===== src/rtl/core/ifp_pkg.sv =====
// Package for the IPv4 fragment planner: word types, microcode control word,
// step and status codes, and the header checksum fold.
// No dependencies; every other file in rtl/core uses it.
`default_nettype none

package ifp_pkg;

  localparam int unsigned STEP_W = 2;
  typedef logic [STEP_W-1:0] step_t;

  localparam step_t STEP_IDLE  = 2'd0;
  localparam step_t STEP_TEST  = 2'd1;
  localparam step_t STEP_CHUNK = 2'd2;
  localparam step_t STEP_EMIT  = 2'd3;

  localparam logic [15:0] MTU_FLOOR = 16'd1280;
  localparam logic [15:0] MTU_RESET = 16'd1500;

  localparam int unsigned RSV_BIT = 15;
  localparam int unsigned DF_BIT  = 14;
  localparam int unsigned MF_BIT  = 13;
  localparam int unsigned OFF_W   = 13;

  localparam logic [1:0] STATUS_FRAG  = 2'd0;
  localparam logic [1:0] STATUS_DF    = 2'd1;
  localparam logic [1:0] STATUS_EMPTY = 2'd2;

  typedef enum logic [1:0] {
    OP_LOAD  = 2'd0,
    OP_INIT  = 2'd1,
    OP_CHUNK = 2'd2,
    OP_EMIT  = 2'd3
  } op_t;

  typedef enum logic [2:0] {
    C_NEVER    = 3'd0,
    C_NO_INPUT = 3'd1,
    C_OUT_FULL = 3'd2,
    C_SPECIAL  = 3'd3,
    C_NOT_LAST = 3'd4
  } cond_t;

  typedef struct packed {
    op_t   op;
    cond_t wait_sel;
    cond_t br_sel;
    step_t target;
  } ctrl_word_t;

  typedef struct packed {
    logic in_valid;
    logic out_full;
    logic special;
    logic last;
  } flags_t;

  typedef struct packed {
    logic [5:0]  header_len;
    logic [15:0] total_len;
    logic [15:0] offset_flags;
    logic [15:0] partial_sum;
  } in_word_t;

  typedef struct packed {
    logic [1:0]  status;
    logic [15:0] frag_offset_flags;
    logic [15:0] frag_total_len;
    logic [15:0] frag_checksum;
    logic [15:0] data_start;
    logic [15:0] data_len;
    logic        last;
  } out_word_t;

  function automatic logic [15:0] csum_fold(input logic [15:0] a, input logic [15:0] b,
                                            input logic [15:0] c);
    logic [17:0] s;
    logic [16:0] t;
    logic [16:0] u;
    s = {2'b00, a} + {2'b00, b} + {2'b00, c};
    t = {1'b0, s[15:0]} + {15'd0, s[17:16]};
    u = {1'b0, t[15:0]} + {16'd0, t[16]};
    return ~u[15:0];
  endfunction

endpackage

`default_nettype wire


===== src/rtl/core/ifp_ucode_rom.sv =====
// Microcode store of the fragment planner: one control word per step.
// Depends on ifp_pkg.
`default_nettype none

module ifp_ucode_rom (
  input  wire ifp_pkg::step_t      step,
  output ifp_pkg::ctrl_word_t      ctrl
);

  always_comb begin
    case (step)
      ifp_pkg::STEP_IDLE: begin
        ctrl = '{op: ifp_pkg::OP_LOAD, wait_sel: ifp_pkg::C_NO_INPUT,
                 br_sel: ifp_pkg::C_NEVER, target: ifp_pkg::STEP_IDLE};
      end
      ifp_pkg::STEP_TEST: begin
        ctrl = '{op: ifp_pkg::OP_INIT, wait_sel: ifp_pkg::C_NEVER,
                 br_sel: ifp_pkg::C_SPECIAL, target: ifp_pkg::STEP_EMIT};
      end
      ifp_pkg::STEP_CHUNK: begin
        ctrl = '{op: ifp_pkg::OP_CHUNK, wait_sel: ifp_pkg::C_NEVER,
                 br_sel: ifp_pkg::C_NEVER, target: ifp_pkg::STEP_IDLE};
      end
      ifp_pkg::STEP_EMIT: begin
        ctrl = '{op: ifp_pkg::OP_EMIT, wait_sel: ifp_pkg::C_OUT_FULL,
                 br_sel: ifp_pkg::C_NOT_LAST, target: ifp_pkg::STEP_CHUNK};
      end
      default: begin
        ctrl = '{op: ifp_pkg::OP_LOAD, wait_sel: ifp_pkg::C_NO_INPUT,
                 br_sel: ifp_pkg::C_NEVER, target: ifp_pkg::STEP_IDLE};
      end
    endcase
  end

endmodule

`default_nettype wire


===== src/rtl/core/ifp_sequencer.sv =====
// Step counter of the fragment planner: holds, branches or advances by the
// control word and the datapath flags.
// Depends on ifp_pkg.
`default_nettype none

module ifp_sequencer (
  input  wire                      clk,
  input  wire                      rst,
  input  wire ifp_pkg::ctrl_word_t ctrl,
  input  wire ifp_pkg::flags_t     flags,
  output ifp_pkg::step_t           step
);

  ifp_pkg::step_t step_next;
  logic           wait_hit;
  logic           br_hit;

  function automatic logic cond_hit(input ifp_pkg::cond_t c, input ifp_pkg::flags_t f);
    logic r;
    case (c)
      ifp_pkg::C_NEVER:    r = 1'b0;
      ifp_pkg::C_NO_INPUT: r = !f.in_valid;
      ifp_pkg::C_OUT_FULL: r = f.out_full;
      ifp_pkg::C_SPECIAL:  r = f.special;
      ifp_pkg::C_NOT_LAST: r = !f.last;
      default:             r = 1'b0;
    endcase
    return r;
  endfunction

  always_comb begin
    wait_hit = cond_hit(ctrl.wait_sel, flags);
    br_hit   = cond_hit(ctrl.br_sel, flags);
    if (wait_hit) begin
      step_next = step;
    end else if (br_hit) begin
      step_next = ctrl.target;
    end else begin
      step_next = step + ifp_pkg::step_t'(1);
    end
  end

  always_ff @(posedge clk) begin
    if (rst) begin
      step <= ifp_pkg::STEP_IDLE;
    end else begin
      step <= step_next;
    end
  end

endmodule

`default_nettype wire


===== src/rtl/core/ifp_datapath.sv =====
// Datapath of the fragment planner: MTU register, datagram registers,
// chunk arithmetic, checksum and the output register.
// Depends on ifp_pkg.
`default_nettype none

module ifp_datapath (
  input  wire                      clk,
  input  wire                      rst,
  input  wire ifp_pkg::ctrl_word_t ctrl,
  output ifp_pkg::flags_t          flags,
  input  wire                      in_valid,
  output logic                     in_ready,
  input  wire ifp_pkg::in_word_t   in_data,
  output logic                     out_valid,
  input  wire                      out_ready,
  output ifp_pkg::out_word_t       out_data,
  input  wire                      cfg_valid,
  input  wire [15:0]               cfg_data
);

  logic [15:0] mtu;
  logic [5:0]  hlen;
  logic [15:0] tlen;
  logic [15:0] ofw;
  logic [15:0] psum;

  logic [15:0] maxd;
  logic [15:0] bytes_left;
  logic [15:0] byte_cursor;
  logic [ifp_pkg::OFF_W-1:0] offset;
  logic [1:0]  status;

  logic [15:0] frag_word;
  logic [15:0] frag_len;
  logic [15:0] frag_start;
  logic [15:0] frag_dlen;
  logic        frag_last;

  logic        in_fire;
  logic        emit_fire;
  logic        out_full;
  logic        special;
  logic [15:0] hlen_ext;
  logic [15:0] link;
  logic [15:0] dlen;
  logic        is_last;
  logic [15:0] csum;

  assign in_ready  = (ctrl.op == ifp_pkg::OP_LOAD);
  assign in_fire   = in_ready && in_valid;
  assign out_full  = out_valid && !out_ready;
  assign emit_fire = (ctrl.op == ifp_pkg::OP_EMIT) && !out_full;

  assign hlen_ext = {10'd0, hlen};
  assign special  = ofw[ifp_pkg::DF_BIT] || (tlen <= hlen_ext);
  assign link     = (mtu < ifp_pkg::MTU_FLOOR) ? ifp_pkg::MTU_FLOOR : mtu;
  assign dlen     = (bytes_left < maxd) ? bytes_left : {maxd[15:3], 3'b000};
  assign is_last  = (dlen >= bytes_left);
  assign csum     = (status == ifp_pkg::STATUS_FRAG) ?
                    ifp_pkg::csum_fold(psum, frag_len, frag_word) : 16'd0;

  assign flags = '{in_valid: in_valid, out_full: out_full, special: special,
                   last: frag_last};

  always_ff @(posedge clk) begin
    if (rst) begin
      mtu <= ifp_pkg::MTU_RESET;
    end else if (cfg_valid) begin
      mtu <= cfg_data;
    end
  end

  always_ff @(posedge clk) begin
    if (in_fire) begin
      hlen <= in_data.header_len;
      tlen <= in_data.total_len;
      ofw  <= in_data.offset_flags;
      psum <= in_data.partial_sum;
    end
  end

  always_ff @(posedge clk) begin
    case (ctrl.op)
      ifp_pkg::OP_INIT: begin
        maxd        <= link - hlen_ext;
        bytes_left  <= tlen - hlen_ext;
        byte_cursor <= hlen_ext;
        offset      <= ofw[ifp_pkg::OFF_W-1:0];
        if (ofw[ifp_pkg::DF_BIT]) begin
          status <= ifp_pkg::STATUS_DF;
        end else if (special) begin
          status <= ifp_pkg::STATUS_EMPTY;
        end else begin
          status <= ifp_pkg::STATUS_FRAG;
        end
        if (special) begin
          frag_word  <= '0;
          frag_len   <= '0;
          frag_start <= '0;
          frag_dlen  <= '0;
          frag_last  <= 1'b1;
        end
      end
      ifp_pkg::OP_CHUNK: begin
        frag_word   <= {ofw[ifp_pkg::RSV_BIT], 1'b0, (is_last ? ofw[ifp_pkg::MF_BIT] : 1'b1),
                        offset};
        frag_len    <= dlen + hlen_ext;
        frag_start  <= byte_cursor;
        frag_dlen   <= dlen;
        frag_last   <= is_last;
        bytes_left  <= bytes_left - dlen;
        byte_cursor <= byte_cursor + dlen;
        offset      <= offset + dlen[15:3];
      end
      default: begin
      end
    endcase
  end

  always_ff @(posedge clk) begin
    if (rst) begin
      out_valid <= 1'b0;
    end else if (emit_fire) begin
      out_valid <= 1'b1;
    end else if (out_ready) begin
      out_valid <= 1'b0;
    end
  end

  always_ff @(posedge clk) begin
    if (emit_fire) begin
      out_data <= '{status: status, frag_offset_flags: frag_word, frag_total_len: frag_len,
                    frag_checksum: csum, data_start: frag_start, data_len: frag_dlen,
                    last: frag_last};
    end
  end

`ifndef SYNTHESIS
  a_reset_empty: assert property (@(posedge clk) rst |=> !out_valid)
    else $error("output word valid right after reset");
  a_error_last: assert property (@(posedge clk) disable iff (rst)
    (out_valid && out_data.status != ifp_pkg::STATUS_FRAG) |-> out_data.last)
    else $error("error word not marked last");
  a_mid_aligned: assert property (@(posedge clk) disable iff (rst)
    (out_valid && !out_data.last) |->
    (out_data.data_len[2:0] == 3'b000 && out_data.frag_offset_flags[ifp_pkg::MF_BIT]))
    else $error("inner fragment not 8-byte aligned or missing more-fragments");
  a_fits_link: assert property (@(posedge clk) disable iff (rst)
    (out_valid && out_data.status == ifp_pkg::STATUS_FRAG) |->
    (out_data.frag_total_len <= link))
    else $error("fragment longer than the link MTU");
`endif

endmodule

`default_nettype wire


===== src/rtl/core/ipv4_fragment_planner_core.sv =====
// Top level of the IPv4 fragment planner: microcode store, step counter
// and datapath. Depends on ifp_pkg, ifp_ucode_rom, ifp_sequencer, ifp_datapath.
//
//   channel   signals                          direction   word
//   in        in_valid / in_ready / in_data    to block    one datagram description
//   out       out_valid / out_ready / out_data from block  one fragment or error result
//   cfg       cfg_valid / cfg_ready / cfg_data to block    new MTU value
//
// A datagram of N fragments runs the idle and test steps, then the chunk and emit
// steps alternating in the sequencer, one pair per fragment.
// A don't-fragment or empty datagram runs the idle, test and emit steps for its single result.
// Reset is synchronous; it sets the MTU to 1500 and returns to the idle step.
// A stalled output holds the emit step; the next input word is taken while
// the last result of the previous datagram still waits in the output register.
`default_nettype none

module ipv4_fragment_planner_core (
  input  wire                     clk,
  input  wire                     rst,
  input  wire                     in_valid,
  output logic                    in_ready,
  input  wire ifp_pkg::in_word_t  in_data,
  output logic                    out_valid,
  input  wire                     out_ready,
  output ifp_pkg::out_word_t      out_data,
  input  wire                     cfg_valid,
  output logic                    cfg_ready,
  input  wire [15:0]              cfg_data
);

  ifp_pkg::step_t      step;
  ifp_pkg::ctrl_word_t ctrl;
  ifp_pkg::flags_t     flags;

  assign cfg_ready = 1'b1;

  ifp_ucode_rom u_rom (
    .step (step),
    .ctrl (ctrl)
  );

  ifp_sequencer u_seq (
    .clk   (clk),
    .rst   (rst),
    .ctrl  (ctrl),
    .flags (flags),
    .step  (step)
  );

  ifp_datapath u_dp (
    .clk       (clk),
    .rst       (rst),
    .ctrl      (ctrl),
    .flags     (flags),
    .in_valid  (in_valid),
    .in_ready  (in_ready),
    .in_data   (in_data),
    .out_valid (out_valid),
    .out_ready (out_ready),
    .out_data  (out_data),
    .cfg_valid (cfg_valid && cfg_ready),
    .cfg_data  (cfg_data)
  );

endmodule

`default_nettype wire


===== config.mk =====
export PLATFORM = sky130hd
export DESIGN_NAME = ipv4_fragment_planner_core
export DESIGN_NICKNAME = d
export VERILOG_FILES = /design/src/rtl/core/ifp_pkg.sv /design/src/rtl/core/ifp_ucode_rom.sv /design/src/rtl/core/ifp_sequencer.sv /design/src/rtl/core/ifp_datapath.sv /design/src/rtl/core/ipv4_fragment_planner_core.sv
export SDC_FILE = /design/constraint.sdc
export NUM_CORES = 1
export LEC_CHECK = 0
export BUFFER_PORTS_ARGS = -buffer_cell sky130_fd_sc_hd__buf_2
export CORE_MARGIN = 2
export CORE_UTILIZATION = 40
export CTS_BUF_LIST = sky130_fd_sc_hd__clkbuf_2 sky130_fd_sc_hd__clkbuf_4 sky130_fd_sc_hd__clkbuf_8
export CTS_CLUSTER_DIAMETER = 120
export DETAILED_ROUTE_END_ITERATION = 8
export PLACE_DENSITY = 0.7
export SLEW_MARGIN = 0
export SYNTH_ARGS = -nofsm -noshare
export SYNTH_HDL_FRONTEND = slang
export SYNTH_SLANG_ARGS = --single-unit

===== constraint.sdc =====
create_clock -name clk -period 17.85 [get_ports clk]
set_input_delay 2.6775 -clock clk [delete_from_list [all_inputs] [get_ports clk]]
set_output_delay 2.6775 -clock clk [all_outputs]
set_load 0.02 [all_outputs]

==> summary.txt, run 1 <==
Global route
  • Largest net degree at the start of global routing: 65
  • First-pass GRT wire length: 57300 microns
  • Initial antenna violation count: 1
  • GRT Util Overall: 18.1%
  • Gr ovfl total: 0
  • Number of global-route vias before repair: 10808

Placed design
  • Pre-CTS setup slack: 11.03 ns
  • RD Place Congestion: 0.882
  • Placed Area: 16800 sq um
  • PortBufs: 158
  • DPL Wire Length: 26900 microns

Synthesis
  • Multiplexer share of the synthesized area: 2.59%
  • Synth top area cells: edfxtp_1 51%, ha_1 9.3%, xnor2_1 3.3%
  • Seq cells post-synth: 282
  • Post-synth top area share: 51.2%
  • Adder-cell share of the synthesized area: 10.4%
  • Syn Inst Count: 1319
  • EDFF count, synth: 263
  • Mapped Area: 15400 sq um
  • Top-count cell post-synth: edfxtp_1
  • Async set-reset flop share out of synthesis: 0%
  • Synth cell count leaders: 263 x edfxtp_1, 115 x ha_1, 111 x nor2_1
  • Xor/xnor share of the synthesized area: 5.78%
  • Main combinational cell family by area after synthesis: simple AND/OR/NAND/NOR gates
  • Predominant post-synthesis flop cell: edfxtp_1
  • Synth Area in Simple Gates: 13.2%
  • Synth Area in Compound Gates: 11.5%
  • Yosys cell types: 84
  • Post-synth top area cell: edfxtp_1
  • Synthesis Warnings: 0
  • Post-synthesis sequential area ratio: 53.6%
  • Syn avg cell area: 11.7 sq um

Detailed routing
  • Via density per instance: 5.14
  • Met3 wire length: 1860 microns
  • Detailed Route WL: 36000 microns
  • Top sig layer: met4
  • DR WL met2: 17000 microns
  • Met1 wire length: 16000 microns
  • Wire per inst: 17.5 microns
  • Final ANT Viol Nets: 0
  • DR vias: 10573
  • Drt drc: 0
  • TritonRoute pass-1 iters: 5
  • Initial DRC Count: 613

Floorplanning
  • Die ar.: 40200 sq um
  • FP Rows: 71
  • Top Ports: 161
  • Core area: 37800 sq um
  • Die height: 200 microns
  • Die Wd: 200 microns
  • Initial Util: 40.8%

Flow run
  • Max cap viols: 0

Worst setup path
  • Worst path arrival time: 7.22 ns
  • Slowest Stage Delay on Critical Path: 0.41 ns
  • CP most frequent cell: ha_1
  • Setup CP Type: reg2reg
  • CP top delay family: compound AO/OA/AOI/OAI gates
  • Startpoint types: flip-flop
  • CP Capture Type: flip-flop
  • Crit path max fanout: 11
  • Worst path bufs/invs: 1
  • CP required: 18.19 ns
  • Critical Path Slowest Stage Cell: edfxtp_1

Clock tree
  • Sink Count: 282
  • Postcts setup bufs: 0
  • Root buffer cell: clkbuf_8
  • CTS max path bufs: 3
  • Clock slew at reported path FFs: 0.06 ns
  • CTS tree: yes
  • Resize count post-CTS: 0
  • Number of buffers created by CTS: 50
  • Hold buffers post-CTS: 0
  • Clk_lat worst skew: 0.61 ns
  • H-Tree Level Count: 2

Timing
  • Worst Hold Slack: 0.417 ns
  • Worst slew pin tran: 0.944 ns
  • Final Critical Period: 6.88 ns
  • Post-route setup slack: 10.97 ns
  • Slew HR: 36.9%
  • Fmax achieved: 145 MHz
  • Setup Total Neg Slack: 0 ns
  • Max-slew violation count: 0
  • Hold Vio Cnt, Final: 0
  • Tcrit/Tclk final: 38.5%
  • Layout Skew: 0.0261 ns
  • RSZ-0062 raised after global routing: no
  • Final Setup Violations: 0

Min path
  • Hold Crit Class: reg2reg

Cells and area
  • Final non-filler cell area: 17800 sq um
  • Layout filler cell count: 3511
  • Share of cells above drive strength 1: 19.2%
  • Area Overhead vs Synth: 15.6%
  • Ant diodes: 0
  • Final layout net count: 1705
  • Multi-input gate area: 6750 sq um
  • Register Area: 8280 sq um

Outcome
  • Status: completed
cell usage in the layout, fill, tap and decap left out, types with 41 or more instances in the layout:
cell type	count
inv_1	80
xnor2_1	59
clkbuf_8	55
and2_1	47
nand2_1	63
ha_1	113
o21ai_0	53
nor2_1	110
xor2_1	41
a21oi_1	70
buf_2	158
edfxtp_1	263
path summary, 6_finish.rpt:
| path | endpoint | cells past startpoint | slack (ns) | start |
|---|---|---|---|---|
| max | u_dp.out_data[45] | 31 | 10.97 | u_dp.frag_len[0] |
| min | u_dp.out_data[9] | 0 | 0.42 | u_dp.frag_dlen[8] |
| max reg2reg | u_dp.out_data[45] | 31 | 10.97 | u_dp.frag_len[0] |
| min reg2reg | u_dp.out_data[9] | 0 | 0.42 | u_dp.frag_dlen[8] |
stage by stage:
stage,util [%],std cells
after detailed placement,44.5,1966
after CTS,47.2,2056
after global placement,44.5,1966
after global routing,47.2,2056
final,47.2,2056
after floorplan,-,1320
worst reg2reg max path, delay by kind of cell, from the launching register on:
kind | cells | cell delay (ns)
and+or+nand+nor | 9 | 1.66
DFF | 1 | 0.41
xor gates and xnor gates | 3 | 0.56
buffers and inverters | 1 | 0.07
AOI/OAI and AO/OA | 11 | 2.31
adders and majority gates | 7 | 1.61
state kept, by name, summed over array words and instances, names as in the netlist, 6 cells and up:
name              flops
u_dp.mtu             16
u_dp.byte_cursor     16
u_dp.hlen             6
u_dp.maxd            16
u_dp.tlen            16
u_dp.ofw             16
u_dp.frag_word       15
u_dp.bytes_left      16
u_dp.psum            16
u_dp.offset          13
u_dp.out_data        82
u_dp.frag_start      16
u_dp.frag_dlen       16
u_dp.frag_len        16
logic make-up (layout without fill, tap and decap cells):
group	count (synthesis)	count (layout)
other	2	3
AND/OR/NAND/NOR	395	395
XOR/XNOR	101	101
adder cells (fa/ha/maj)	123	123
flip-flops	282	282
AO/OA/AOI/OAI	265	265
buffers and inverters	113	338
multiplexers	38	38
metal layers:
layer	up-vias	GRT usage [%]
li1	5222	-
met1	4972	23.2
met2	303	30.3
met3	76	3.55
met4	0	6.53
met5	-	0
final cells by class:
class                   count  share of cell area [%]
clock inverters            23                   0.933
flip-flops and latches    282                    46.4
multi-input cells         925                    37.9
well taps                 511                    3.58
repair buffers            166                    4.77
clock buffers              67                    4.75
inverters                  82                    1.72
Power of run 1 is left out: the tool's default activity adds up to more than one toggle a clock period on the data nets, which glitch-free logic cannot reach.
==> inputs of run 2 (changes only) <==
--- a/config.mk
+++ b/config.mk
@@ -11,7 +11,7 @@
 export CTS_BUF_LIST = sky130_fd_sc_hd__clkbuf_2 sky130_fd_sc_hd__clkbuf_4 sky130_fd_sc_hd__clkbuf_8
 export CTS_CLUSTER_DIAMETER = 120
 export DETAILED_ROUTE_END_ITERATION = 8
-export PLACE_DENSITY = 0.7
+export PLACE_DENSITY = 0.72
 export SLEW_MARGIN = 0
 export SYNTH_ARGS = -nofsm -noshare
 export SYNTH_HDL_FRONTEND = slang
==> constraint.sdc (replaced) <==
create_clock -name clk -period 5.74 [get_ports clk]
set_input_delay 0.861 -clock clk [delete_from_list [all_inputs] [get_ports clk]]
set_output_delay 0.861 -clock clk [all_outputs]
set_load 0.02 [all_outputs]
==> summary.txt, run 2 (synthesized netlist as in run 1, its figures left out) <==
Detailed routing
  • TritonRoute pass-1 iters: 5 (unchanged)
  • Drt drc: 0 (unchanged)
  • Wire per inst: 17.5 microns (about the same)
  • DR vias: 10981 (+3.9%)
  • Detailed Route WL: 37200 microns (+3.4%)
  • Via density per instance: 5.16 (+0.34%)
  • Initial DRC Count: 605 (-1.3%)
  • Final ANT Viol Nets: 0 (unchanged)

Cells and area
  • Area Overhead vs Synth: 20.7%
  • Most frequent cells in the layout: 263 x edfxtp_1, 158 x buf_2, 109 x nor2_1, 109 x ha_1, 79 x inv_1
  • Layout filler cell count: 3431 (-2.3%)
  • Final layout net count: 1775 (+4.1%)
  • Commonest non-fill, non-tap cell in the layout: edfxtp_1
  • Reg with most FFs: u_dp.out_data
  • Share of cells above drive strength 1: 25.1% (+5.9 points)
  • Fin cells: 2128 (+3.5%)
  • Final non-filler cell area: 18600 sq um (+4.4%)
  • Number of flip-flops in the largest register: 82 (unchanged)
  • Ant diodes: 0 (unchanged)

Timing
  • RSZ-0062 raised after global routing: yes
  • Max-slew violation count: 0 (unchanged)
  • Layout Skew: 0.0317 ns (+0.00558 ns)
  • Fmax achieved: 169 MHz (+16%)
  • Worst slew pin tran: 1.13 ns (+0.184 ns)
  • Setup Total Neg Slack: -0.985 ns (-0.985 ns)
  • Post-route setup slack: -0.171 ns (-11.14 ns)
  • Tcrit/Tclk final: 103% (+64 points)
  • Slew HR: 24.8% (-12 points)
  • Hold Vio Cnt, Final: 0 (unchanged)
  • Final Setup Violations: 10 (+10)
  • Final Critical Period: 5.91 ns (-0.967 ns)

Global route
  • First-pass GRT wire length: 58000 microns (+1.3%)
  • GRT Util Overall: 18.3% (+0.21 points)
  • Number of global-route vias before repair: 11097 (+2.7%)
  • Largest net degree at the start of global routing: 83 (+28%)
  • Initial antenna violation count: 0 (-1)
  • Gr ovfl total: 0 (unchanged)

Clock tree
  • CTS max path bufs: 3 (unchanged)
  • CTS tree: yes
  • Clk_lat worst skew: 0.62 ns (about the same)
  • Clock slew at reported path FFs: 0.06 ns (about the same)
  • Sink Count: 282 (unchanged)
  • Number of buffers created by CTS: 51 (+2.0%)
  • H-Tree Level Count: 2 (unchanged)
  • Root buffer cell: clkbuf_8
  • Hold buffers post-CTS: 0 (unchanged)

Worst setup path
  • Slowest Stage Delay on Critical Path: 0.43 ns (+0.02 ns)
  • Startpoint types: flip-flop
  • Critical Path Slowest Stage Cell: edfxtp_1
  • CP required: 6.07 ns (-12.12 ns)
  • CP Capture Type: flip-flop
  • Worst path arrival time: 6.24 ns (-0.98 ns)
  • Reg-to-reg setup timing slack: -0.17 ns (-11.14 ns)
  • Crit path max fanout: 5 (-6)
  • Setup CP Type: reg2reg

Floorplanning
  • Top Ports: 161 (unchanged)
  • Initial Util: 40.8% (unchanged)
  • Die height: 200 microns (unchanged)
  • Die Wd: 200 microns (unchanged)
  • Die ar.: 40200 sq um (unchanged)
  • FP Rows: 71 (unchanged)
  • Core area: 37800 sq um (unchanged)

Placed design
  • DPL Wire Length: 27700 microns (+3.1%)
  • RD Place Congestion: 0.910 (+3.2%)
  • PortBufs: 158 (unchanged)
  • Placed Area: 17200 sq um (+2.3%)
  • Placed insts: 2011 (+2.3%)

Outcome
  • Failing checks: setup timing
  • Status: finished, violations left

Min path
  • Hold Crit Class: in2reg

Flow run
  • Max cap viols: 0 (unchanged)
[run 2: what timing repair did]
action                     in CTS  in global routing
buffers inserted               18                  6
gates resized for setup        17                 13
pin swaps                      19                  6
setup endpoints to repair      11                 15
[run 2: layout make-up]
class / instances / area [sq um] / share of cell area, %
Clock buffer: 74 / 918 / 4.93
Tap cell: 511 / 639 / 3.43
Multi-Input combinational cell: 925 / 6940 / 37.3
Inverter: 82 / 308 / 1.65
Sequential cell: 282 / 8280 / 44.4
Clock inverter: 19 / 163 / 0.873
Timing Repair Buffer: 235 / 1380 / 7.41
[run 2: worst paths after layout]
check / startpoint / cells after the start / to
setup reg to reg: u_dp.frag_len[1] / 31 / u_dp.out_data[43]
hold / removal: in_data[37] / 1 / u_dp.tlen[5]
setup / recovery: u_dp.frag_len[1] / 31 / u_dp.out_data[43]
hold reg to reg: u_dp.frag_dlen[0] / 0 / u_dp.out_data[1]
[run 2: through the flow]
step	setup slack, ns	util (%)	hold WS (ns)
global route	-0.521	49.2	0.373
global placement	-0.160	45.5	0.404
finish	-0.171	49.2	0.410
detailed placement	-0.351	45.5	0.405
CTS	-0.117	49.0	0.359
floorplan	0.000929	-	0.400
[run 2: routing by layer]
metal / wire length, microns / global-route usage, %
met5: 0 / 0
met4: 1270 / 7.54
met3: 1700 / 3.19
met2: 18000 / 31.3
met1: 16300 / 22.9
[run 2: worst max-delay path: cells and delay by family (launching register included)]
family / cells / cell delay [ns]
compound gates: 11 / 1.91
fa+ha+maj: 6 / 1.41
simple gates: 9 / 1.01
xor+xnor: 3 / 0.55
flops: 1 / 0.43
buf+inv: 2 / 0.32
Power of run 2 is left out for the same reason.
